<file path="src/hw/rtl/mm_pkg.sv">
// mm_pkg: shared constants, request/result payload types, the controller/datapath
// command and status structs and the controller states of the matrix multiplier.
// No dependencies.
`timescale 1ns / 1ps

package mm_pkg;

  // Default sizing of the element stores
  localparam int MAX_DIM_DEF    = 8;
  localparam int ELEM_WIDTH_DEF = 16;

  // Fixed field widths of the ports
  localparam int REQ_TYPE_W = 2;
  localparam int ROW_W      = 3;
  localparam int VALUE_W    = 16;
  localparam int ACC_W      = 36;
  localparam int CFG_IDX_W  = 2;
  localparam int CFG_DATA_W = 4;

  // Request codes
  localparam logic [REQ_TYPE_W-1:0] REQ_LOAD_A = 2'd0;
  localparam logic [REQ_TYPE_W-1:0] REQ_LOAD_B = 2'd1;
  localparam logic [REQ_TYPE_W-1:0] REQ_START  = 2'd2;

  // Configuration register indexes
  localparam logic [CFG_IDX_W-1:0] CFG_ROWS_A = 2'd0;
  localparam logic [CFG_IDX_W-1:0] CFG_INNER  = 2'd1;
  localparam logic [CFG_IDX_W-1:0] CFG_COLS_B = 2'd2;

  localparam logic [CFG_DATA_W-1:0] DIM_RESET = 4'd4;

  // Input request payload
  typedef struct packed {
    logic [REQ_TYPE_W-1:0]    req_type;
    logic [ROW_W-1:0]         elem_row;
    logic [ROW_W-1:0]         elem_col;
    logic signed [VALUE_W-1:0] elem_value;
  } req_t;

  // Result payload
  typedef struct packed {
    logic [ROW_W-1:0]         out_row;
    logic [ROW_W-1:0]         out_col;
    logic signed [ACC_W-1:0]  product_value;
    logic                     last;
  } res_t;

  // Controller to datapath commands
  typedef struct packed {
    logic wr_a;     // write element into A store
    logic wr_b;     // write element into B store
    logic issue;    // issue one inner-product term
    logic first;    // first term of a product element
    logic last_k;   // final term of a product element
    logic zero;     // empty inner dimension: term counts as zero
    logic last;     // final term of the run
  } ctrl_t;

  // Datapath to controller status
  typedef struct packed {
    logic pipe_busy;
  } stat_t;

  // Controller states
  typedef enum logic [2:0] {
    ST_IDLE  = 3'b001,
    ST_RUN   = 3'b010,
    ST_DRAIN = 3'b100
  } state_e;

endpackage

</file>
<file path="src/hw/rtl/matrix_multiply.sv">
// matrix_multiply: top level of the naive fixed-point matrix multiplier.
// Depends on mm_pkg, mm_ctrl, mm_datapath and mm_ram.
`timescale 1ns / 1ps

// A request is taken at a rising edge with start high and busy low. Load
// requests write one Q8.8 element of A or B; busy stays low, so loads
// can follow each other every cycle. A start request runs the product
// P = A * B: from the next cycle on the sequencer issues one inner-product
// term per cycle, rows_a * cols_b * max(inner_size, 1) terms in all (each
// size capped at MAX_DIM), through the store read, multiply and accumulate
// stages, and busy then stays high while the pipeline empties. Results come
// in row-major order, each on res_o for exactly one cycle with res_strobe_o
// high, the final one with last set; each is registered after the last of
// its terms has passed the store read, multiply and accumulate stages.
// There is no back-pressure on results: the receiver must take every strobe.
// A start with rows_a or cols_b of zero gives no results and leaves busy low.
// Store entries are not cleared at reset; load every element a run reads.

module matrix_multiply #(
  parameter int MAX_DIM    = mm_pkg::MAX_DIM_DEF,
  parameter int ELEM_WIDTH = mm_pkg::ELEM_WIDTH_DEF
) (
  input  logic                          clk_i,
  input  logic                          rst_ni,
  input  logic                          start,
  output logic                          busy,
  input  mm_pkg::req_t                  req_i,
  input  logic                          cfg_we_i,
  input  logic [mm_pkg::CFG_IDX_W-1:0]  cfg_idx_i,
  input  logic [mm_pkg::CFG_DATA_W-1:0] cfg_data_i,
  output logic                          res_strobe_o,
  output mm_pkg::res_t                  res_o
);

  localparam int IDX_W = (MAX_DIM > 1) ? $clog2(MAX_DIM) : 1;

  mm_pkg::ctrl_t    ctrl;
  mm_pkg::stat_t    stat;
  logic [IDX_W-1:0] idx_i, idx_j, idx_k;

  // sequencer
  mm_ctrl #(.MAX_DIM(MAX_DIM)) u_ctrl (
    .clk_i      (clk_i),
    .rst_ni     (rst_ni),
    .start      (start),
    .busy       (busy),
    .req_i      (req_i),
    .cfg_we_i   (cfg_we_i),
    .cfg_idx_i  (cfg_idx_i),
    .cfg_data_i (cfg_data_i),
    .stat_i     (stat),
    .ctrl_o     (ctrl),
    .i_o        (idx_i),
    .j_o        (idx_j),
    .k_o        (idx_k)
  );

  // stores and arithmetic
  mm_datapath #(.MAX_DIM(MAX_DIM), .ELEM_WIDTH(ELEM_WIDTH)) u_datapath (
    .clk_i        (clk_i),
    .rst_ni       (rst_ni),
    .req_i        (req_i),
    .ctrl_i       (ctrl),
    .i_i          (idx_i),
    .j_i          (idx_j),
    .k_i          (idx_k),
    .stat_o       (stat),
    .res_strobe_o (res_strobe_o),
    .res_o        (res_o)
  );

endmodule

</file>
<file path="src/hw/rtl/mm_ram.sv">
// mm_ram: generic single-write, single-read RAM with registered read data.
// No dependencies.
`timescale 1ns / 1ps

module mm_ram #(
  parameter int WIDTH = 16,
  parameter int DEPTH = 64,
  localparam int AW   = (DEPTH > 1) ? $clog2(DEPTH) : 1
) (
  input  logic             clk_i,
  input  logic             we_i,
  input  logic [AW-1:0]    waddr_i,
  input  logic [WIDTH-1:0] wdata_i,
  input  logic [AW-1:0]    raddr_i,
  output logic [WIDTH-1:0] rdata_o
);

  logic [WIDTH-1:0] mem_q [DEPTH];
  logic [WIDTH-1:0] rdata_q;

  // write port and registered read port
  always_ff @(posedge clk_i) begin
    if (we_i) begin
      mem_q[waddr_i] <= wdata_i;
    end
    rdata_q <= mem_q[raddr_i];
  end

  assign rdata_o = rdata_q;

endmodule

</file>
<file path="src/hw/rtl/mm_ctrl.sv">
// mm_ctrl: configuration registers, request decode and the i/j/k sequencer
// of the matrix multiplier. Depends on mm_pkg.
`timescale 1ns / 1ps

module mm_ctrl #(
  parameter int MAX_DIM = mm_pkg::MAX_DIM_DEF,
  localparam int IDX_W  = (MAX_DIM > 1) ? $clog2(MAX_DIM) : 1,
  localparam int CNT_W  = $clog2(MAX_DIM + 1)
) (
  input  logic                          clk_i,
  input  logic                          rst_ni,
  input  logic                          start,
  output logic                          busy,
  input  mm_pkg::req_t                  req_i,
  input  logic                          cfg_we_i,
  input  logic [mm_pkg::CFG_IDX_W-1:0]  cfg_idx_i,
  input  logic [mm_pkg::CFG_DATA_W-1:0] cfg_data_i,
  input  mm_pkg::stat_t                 stat_i,
  output mm_pkg::ctrl_t                 ctrl_o,
  output logic [IDX_W-1:0]              i_o,
  output logic [IDX_W-1:0]              j_o,
  output logic [IDX_W-1:0]              k_o
);

  logic [mm_pkg::CFG_DATA_W-1:0] rows_q, inner_q, cols_q;
  mm_pkg::state_e                state_q, state_d;
  logic [IDX_W-1:0]              i_q, i_d, j_q, j_d, k_q, k_d;
  logic [CNT_W-1:0]              nr, nk, nc;
  logic                          accept, in_range, start_go;
  logic                          last_i, last_j, last_k, last_all;

  // configuration registers
  always_ff @(posedge clk_i or negedge rst_ni) begin
    if (!rst_ni) begin
      rows_q  <= mm_pkg::DIM_RESET;
      inner_q <= mm_pkg::DIM_RESET;
      cols_q  <= mm_pkg::DIM_RESET;
    end else if (cfg_we_i) begin
      case (cfg_idx_i)
        mm_pkg::CFG_ROWS_A: rows_q  <= cfg_data_i;
        mm_pkg::CFG_INNER:  inner_q <= cfg_data_i;
        mm_pkg::CFG_COLS_B: cols_q  <= cfg_data_i;
        default: ;
      endcase
    end
  end

  // dimensions clamped to the store size
  assign nr = (32'(rows_q)  > MAX_DIM) ? CNT_W'(MAX_DIM) : CNT_W'(rows_q);
  assign nk = (32'(inner_q) > MAX_DIM) ? CNT_W'(MAX_DIM) : CNT_W'(inner_q);
  assign nc = (32'(cols_q)  > MAX_DIM) ? CNT_W'(MAX_DIM) : CNT_W'(cols_q);

  // request decode
  assign busy     = (state_q != mm_pkg::ST_IDLE);
  assign accept   = start && !busy;
  assign in_range = (32'(req_i.elem_row) < MAX_DIM) && (32'(req_i.elem_col) < MAX_DIM);
  assign start_go = accept && (req_i.req_type == mm_pkg::REQ_START) &&
                    (nr != '0) && (nc != '0);

  // loop end flags
  assign last_i   = (CNT_W'(i_q) == nr - 1'b1);
  assign last_j   = (CNT_W'(j_q) == nc - 1'b1);
  assign last_k   = (nk == '0) || (CNT_W'(k_q) == nk - 1'b1);
  assign last_all = last_k && last_j && last_i;

  // sequencer next state
  always_comb begin
    state_d = state_q;
    i_d     = i_q;
    j_d     = j_q;
    k_d     = k_q;
    case (state_q)
      mm_pkg::ST_IDLE: begin
        if (start_go) begin
          i_d     = '0;
          j_d     = '0;
          k_d     = '0;
          state_d = mm_pkg::ST_RUN;
        end
      end
      mm_pkg::ST_RUN: begin
        if (last_k) begin
          k_d = '0;
          if (last_j) begin
            j_d = '0;
            i_d = i_q + 1'b1;
          end else begin
            j_d = j_q + 1'b1;
          end
        end else begin
          k_d = k_q + 1'b1;
        end
        if (last_all) begin
          state_d = mm_pkg::ST_DRAIN;
        end
      end
      mm_pkg::ST_DRAIN: begin
        if (!stat_i.pipe_busy) begin
          state_d = mm_pkg::ST_IDLE;
        end
      end
      default: state_d = mm_pkg::ST_IDLE;
    endcase
  end

  // state and counters
  always_ff @(posedge clk_i or negedge rst_ni) begin
    if (!rst_ni) begin
      state_q <= mm_pkg::ST_IDLE;
      i_q     <= '0;
      j_q     <= '0;
      k_q     <= '0;
    end else begin
      state_q <= state_d;
      i_q     <= i_d;
      j_q     <= j_d;
      k_q     <= k_d;
    end
  end

  // commands to the datapath
  always_comb begin
    ctrl_o.wr_a   = accept && in_range && (req_i.req_type == mm_pkg::REQ_LOAD_A);
    ctrl_o.wr_b   = accept && in_range && (req_i.req_type == mm_pkg::REQ_LOAD_B);
    ctrl_o.issue  = (state_q == mm_pkg::ST_RUN);
    ctrl_o.first  = (k_q == '0);
    ctrl_o.last_k = last_k;
    ctrl_o.zero   = (nk == '0);
    ctrl_o.last   = last_all;
  end

  assign i_o = i_q;
  assign j_o = j_q;
  assign k_o = k_q;

endmodule

</file>
<file path="src/hw/rtl/mm_datapath.sv">
// mm_datapath: A and B element stores, multiply stage, accumulator and
// result register. Depends on mm_pkg and mm_ram.
`timescale 1ns / 1ps

module mm_datapath #(
  parameter int MAX_DIM    = mm_pkg::MAX_DIM_DEF,
  parameter int ELEM_WIDTH = mm_pkg::ELEM_WIDTH_DEF,
  localparam int IDX_W     = (MAX_DIM > 1) ? $clog2(MAX_DIM) : 1,
  localparam int DEPTH     = MAX_DIM * MAX_DIM,
  localparam int ADDR_W    = (DEPTH > 1) ? $clog2(DEPTH) : 1
) (
  input  logic             clk_i,
  input  logic             rst_ni,
  input  mm_pkg::req_t     req_i,
  input  mm_pkg::ctrl_t    ctrl_i,
  input  logic [IDX_W-1:0] i_i,
  input  logic [IDX_W-1:0] j_i,
  input  logic [IDX_W-1:0] k_i,
  output mm_pkg::stat_t    stat_o,
  output logic             res_strobe_o,
  output mm_pkg::res_t     res_o
);

  localparam int ACC_W = mm_pkg::ACC_W;

  logic [ADDR_W-1:0]           waddr, raddr_a, raddr_b;
  logic [ELEM_WIDTH-1:0]       wdata, rdata_a, rdata_b;
  logic                        s1_vld_q, s2_vld_q, res_vld_q;
  logic                        s1_first_q, s1_last_k_q, s1_zero_q, s1_last_q;
  logic                        s2_first_q, s2_last_k_q, s2_zero_q, s2_last_q;
  logic [IDX_W-1:0]            s1_i_q, s1_j_q, s2_i_q, s2_j_q;
  logic signed [2*ELEM_WIDTH-1:0] prod_q;
  logic [ACC_W-1:0]            acc_q, term, sum;
  mm_pkg::res_t                res_q;

  // store addressing: element (r, c) lives at r*MAX_DIM + c
  assign waddr   = ADDR_W'(32'(req_i.elem_row) * MAX_DIM + 32'(req_i.elem_col));
  assign wdata   = ELEM_WIDTH'($unsigned(req_i.elem_value));
  assign raddr_a = ADDR_W'(32'(i_i) * MAX_DIM + 32'(k_i));
  assign raddr_b = ADDR_W'(32'(k_i) * MAX_DIM + 32'(j_i));

  mm_ram #(.WIDTH(ELEM_WIDTH), .DEPTH(DEPTH)) u_store_a (
    .clk_i   (clk_i),
    .we_i    (ctrl_i.wr_a),
    .waddr_i (waddr),
    .wdata_i (wdata),
    .raddr_i (raddr_a),
    .rdata_o (rdata_a)
  );

  mm_ram #(.WIDTH(ELEM_WIDTH), .DEPTH(DEPTH)) u_store_b (
    .clk_i   (clk_i),
    .we_i    (ctrl_i.wr_b),
    .waddr_i (waddr),
    .wdata_i (wdata),
    .raddr_i (raddr_b),
    .rdata_o (rdata_b)
  );

  // pipeline valid bits
  always_ff @(posedge clk_i or negedge rst_ni) begin
    if (!rst_ni) begin
      s1_vld_q  <= 1'b0;
      s2_vld_q  <= 1'b0;
      res_vld_q <= 1'b0;
    end else begin
      s1_vld_q  <= ctrl_i.issue;
      s2_vld_q  <= s1_vld_q;
      res_vld_q <= s2_vld_q && s2_last_k_q;
    end
  end

  // stage 1: tags travel alongside the store read
  always_ff @(posedge clk_i) begin
    s1_first_q  <= ctrl_i.first;
    s1_last_k_q <= ctrl_i.last_k;
    s1_zero_q   <= ctrl_i.zero;
    s1_last_q   <= ctrl_i.last;
    s1_i_q      <= i_i;
    s1_j_q      <= j_i;
  end

  // stage 2: signed element product
  always_ff @(posedge clk_i) begin
    prod_q      <= $signed(rdata_a) * $signed(rdata_b);
    s2_first_q  <= s1_first_q;
    s2_last_k_q <= s1_last_k_q;
    s2_zero_q   <= s1_zero_q;
    s2_last_q   <= s1_last_q;
    s2_i_q      <= s1_i_q;
    s2_j_q      <= s1_j_q;
  end

  // stage 3: accumulate, wrapping at the result width
  assign term = s2_zero_q ? '0 : ACC_W'(prod_q);
  assign sum  = (s2_first_q ? '0 : acc_q) + term;

  always_ff @(posedge clk_i) begin
    if (s2_vld_q) begin
      acc_q <= sum;
    end
    if (s2_vld_q && s2_last_k_q) begin
      res_q.out_row       <= mm_pkg::ROW_W'(s2_i_q);
      res_q.out_col       <= mm_pkg::ROW_W'(s2_j_q);
      res_q.product_value <= $signed(sum);
      res_q.last          <= s2_last_q;
    end
  end

  assign stat_o.pipe_busy = s1_vld_q || s2_vld_q || res_vld_q;
  assign res_strobe_o     = res_vld_q;
  assign res_o            = res_q;

endmodule
</file>
<file path="config.mk">
export PLATFORM = sky130hd
export DESIGN_NAME = matrix_multiply
export DESIGN_NICKNAME = d
export VERILOG_FILES = /design/src/hw/rtl/mm_pkg.sv /design/src/hw/rtl/matrix_multiply.sv /design/src/hw/rtl/mm_ram.sv /design/src/hw/rtl/mm_ctrl.sv /design/src/hw/rtl/mm_datapath.sv
export SDC_FILE = /design/constraint.sdc
export NUM_CORES = 2
export LEC_CHECK = 0
export BUFFER_PORTS_ARGS = -buffer_cell sky130_fd_sc_hd__clkbuf_2
export CAP_MARGIN = 40
export CORE_MARGIN = 5
export CORE_UTILIZATION = 57
export DETAILED_ROUTE_END_ITERATION = 12
export GPL_TIMING_DRIVEN = 0
export PLACE_DENSITY = 0.76
export SLEW_MARGIN = 30
export SYNTH_ARGS = -nofsm -noshare
export SYNTH_HDL_FRONTEND = slang
export SYNTH_HIERARCHICAL = 1
export SYNTH_SLANG_ARGS = --single-unit
</file>
<file path="constraint.sdc">
create_clock -name clk_i -period 6 [get_ports clk_i]
set_clock_uncertainty 0.05 [all_clocks]
set_input_delay 0.9 -clock clk_i [delete_from_list [all_inputs] [get_ports clk_i]]
set_output_delay 0.9 -clock clk_i [all_outputs]
set_load 0.02 [all_outputs]
</file>
==> impl_metrics.toml <==
[detailed_routing]
postRouteAntennaNets = 0
post-route-drc-count = 0
routed_wirelength_um = 245000
detailedRoute.firstIterationViolations = 6943
drt-vias-per-instance = 6.43
vias = 52631
detailedRoute.firstPassIterationCount = 8
avgRoutedWirePerCell_um = 29.9

[global_route]
total_global_routing_track_utilization_pct = 27.5
grt_max_degree = 105
grt_pass1_wl_um = 357000
grt_antenna_before_repair = 18
globalRoute.totalOverflow = 0
grt_pass1_vias = 52474

[timing]
period_share_pct = 98.4
rsz_0062_raised_after_global_routing = "yes"
post-route-min-period_ns = 5.91
max_freq_mhz = 169
setup_total_negative_slack_ns = 0
report.final.setup_viol = 0
slew_violations = 0
timing.final.hold_violations = 0
timing.slew.headroom_pct = 31.6
worst_pin_slew_ns = 1.02

[yosys]
synth_warnings = 6
proportion_of_synthesized_chip_area_in_sequential_cells_pct = 68.2
yosysUniqueCellTypes = 87
synthArstFlopShare_pct = 1.21
mappedNetlistArea_mm2 = 0.0971
synthesis.area_per_instance_um2 = 18.3
dominant_cells_by_area_after_synthesis = "edfxtp_1 (66%), mux4_2 (10%), fa_1 (5.4%)"
synthesis.instances = 5318
synthesis.nets = 5742
synth-seq-cells = 2238
synth_enable_flop_cells = 2127
netlist.area_leader.share_pct = 65.8
synthMostInstantiatedCell = "edfxtp_1"
synthDominantAreaCellType = "edfxtp_1"
commonest_cells_in_the_synthesized_netlist = "edfxtp_1 (2,127), mux4_2 (440), inv_1 (306), nand2_1 (266), fa_1 (263)"
ys.flop_type = "edfxtp_1"

[die]
design.portCount = 79
coreArea_mm2 = 0.169
die_h_um = 423
initial_core_util_pct = 57.3
placementRows = 151
x_dimension_of_the_die_um = 423
floorplan.die_area_mm2 = 0.179

[place]
dpl.hpwl_um = 165000
place.port_buffers = 73
place_congestion = 0.970
placed_cell_area_mm2 = 0.103
post_placement_cell_count = 7725

[cells_and_area]
layoutNonFillerInstCount = 8184
final_cell_area_mm2 = 0.111
syn_to_final_growth_pct = 13.9
layout.nets = 6188
layout-drive-gt1-share_pct = 24.9
n_fill_cell = 10939

[clock_tree]
clkSinkCount = 2238
total_cts_buffers = 211
worst_setup_hold_path_clk_slew_ns = 0.06
clockBufferDepth = 3
cts_tree = "yes"
clk-insertion-delay-late_ns = 0.85
cts_root_buf = "clkbuf_16"
cts_max_level = 4

[worst_setup_path]
crit_type = "reg2reg"
cp-start-kind = "flip-flop"
cpLargestDelayFamily = "adder cells"
worstSetupEndpointType = "flip-flop"
worst_path_max_stage_delay_ns = 0.56
crit_fanout = 10
worst-endpoint-required_ns = 6.68
worst-path-buf-inv = 6
timing.critical_path.mode_cell = "fa_1"
worst_ep_arrival_time_ns = 6.59
worstPathCellList = "buf_8 > and2_1 > fa_1 > inv_1 > fa_1 > fa_1 > inv_1 > fa_1 > fa_1 > inv_1 > fa_1 > inv_1 > ha_4 > nand4_1 > nor2_2 > inv_1 > or3_4 > o2111ai_4 > a311oi_4 > o21ai_2 > and4_4 > nor3_1"
crit_path_top_delay_cell = "fa_1"

[run]
drv.max_cap_violation_count = 0

[min_path]
worst_hold_path_type = "in2async"

[run_status]
outcome = "finished, final reports clean"
[per-stage QoR]
step	setup WS (ns)	hold WS [ns]	util [%]
after floorplan	0.0728	0.260	-
after global placement	-0.918	0.262	59.2
after detailed placement	-0.985	0.263	60.6
after CTS	-0.0113	0.00227	65.0
after global routing	-0.0656	0.0621	65.3
final	0.0937	0.0363	65.3
[area by class of cell]
type                    instances  area (µm²)  share of cell area, %
clock buffers                 289        5900                   5.34
clock inverters               106        1130                   1.03
flip-flops and latches       2238       66300                   60.0
well taps                    2218        2780                   2.51
multi-input cells            2523       28800                   26.1
repair buffers                234        2510                   2.27
diodes                         20        50.0                 0.0453
inverters                     306        1150                   1.04
plain buffers                 250        1880                   1.70
[routing by layer]
metal	track usage [%]	up-vias	share of wire [%]
li1	-	21564	-
met1	36.7	27281	36
met2	43.7	3172	48
met3	6.31	610	10
met4	12.5	4	5.1
met5	0	-	0.0094
[cell families after synthesis]
| group | after synthesis | share of synthesized area [%] |
|---|---|---|
| DFF | 2238 | 68.2 |
| and+or+nand+nor | 937 | 4.91 |
| muxes | 686 | 13.0 |
| buffers and inverters | 557 | 2.87 |
| AOI/OAI and AO/OA | 435 | 3.26 |
| adders and majority gates | 390 | 7.06 |
| xor gates and xnor gates | 75 | 0.685 |
[sequential cells by signal, indices dropped and copies added (netlist names), 3 cells and up]
signal and cells:
u_datapath/u_store_a/mem_q 1024, u_datapath/s1_j_q 3, u_ctrl/inner_q 4, u_datapath/u_store_b/mem_q 1024, u_datapath/acc_q 36, u_ctrl/state_q 3, u_ctrl/cols_q 4, u_datapath/res_o 43
u_datapath/s2_i_q 3, u_datapath/s1_i_q 3, u_ctrl/k_o 3, u_datapath/prod_q 32, u_datapath/s2_j_q 3, u_ctrl/i_o 3, u_ctrl/j_o 3, u_datapath/u_store_a/rdata_o 16
u_ctrl/rows_q 4, u_datapath/u_store_b/rdata_o 16
[timing repair]
item / CTS / global route
hold buffers: 0 / 0
pin swaps: 10 / 36
buffers inserted: 5 / 29
resized for setup: 131 / 91
endpoints found under the hold margin: 0 / 0
endpoints found under the setup margin: 14 / 9
[worst paths after layout]
path | from | endpoint | slack [ns] | depth (start not counted)
max in group asynchronous | rst_ni | u_datapath/s2_vld_q$_DFF_PN0_ | 5.38 | 1
hold / removal | rst_ni | u_ctrl/k_o[1]$_DFFE_PN0P_ | 0.04 | 1
hold reg to reg | u_datapath/s1_i_q[1]$_DFF_P_ | u_datapath/s2_i_q[1]$_DFF_P_ | 0.27 | 0
setup reg to reg | u_datapath/u_store_b/rdata_o[4]$_DFF_P_ | u_datapath/prod_q[31]$_DFF_P_ | 0.09 | 22
setup / recovery | u_datapath/u_store_b/rdata_o[4]$_DFF_P_ | u_datapath/prod_q[31]$_DFF_P_ | 0.09 | 22
min in group clk_i | u_datapath/s1_i_q[1]$_DFF_P_ | u_datapath/s2_i_q[1]$_DFF_P_ | 0.27 | 0
[placed cells by master (no fill, tap or decap), drive strengths merged, types with 14 or more instances in the layout]
master  synthesis  layout
mux2           66      66
xor2           14      14
a221oi         34      34
mux4          448     448
clkinv          0      70
nor2b         138     138
nand3          66      66
a211oi         21      21
clkbuf         93     440
mux2i         172     172
and4           16      16
and2          132     132
edfxtp       2127    2127
a21o           16      16
nor3           21      21
diode           0      20
nand4          25      25
a21oi          93      93
xnor2          61      61
a31oi          22      22
inv           306     314
a311oi         17      17
bufinv          0      21
dfxtp          84      84
nor2          190     190
o21ai          53      53
nand2b         28      28
buf           158     333
a211o          19      19
fa            263     263
nand2         268     268
ha            127     127
a22oi          79      79
dfrtp          23      23
Power is left out: the tool's default activity adds up to more than one toggle a clock period on the data nets, which glitch-free logic cannot reach.
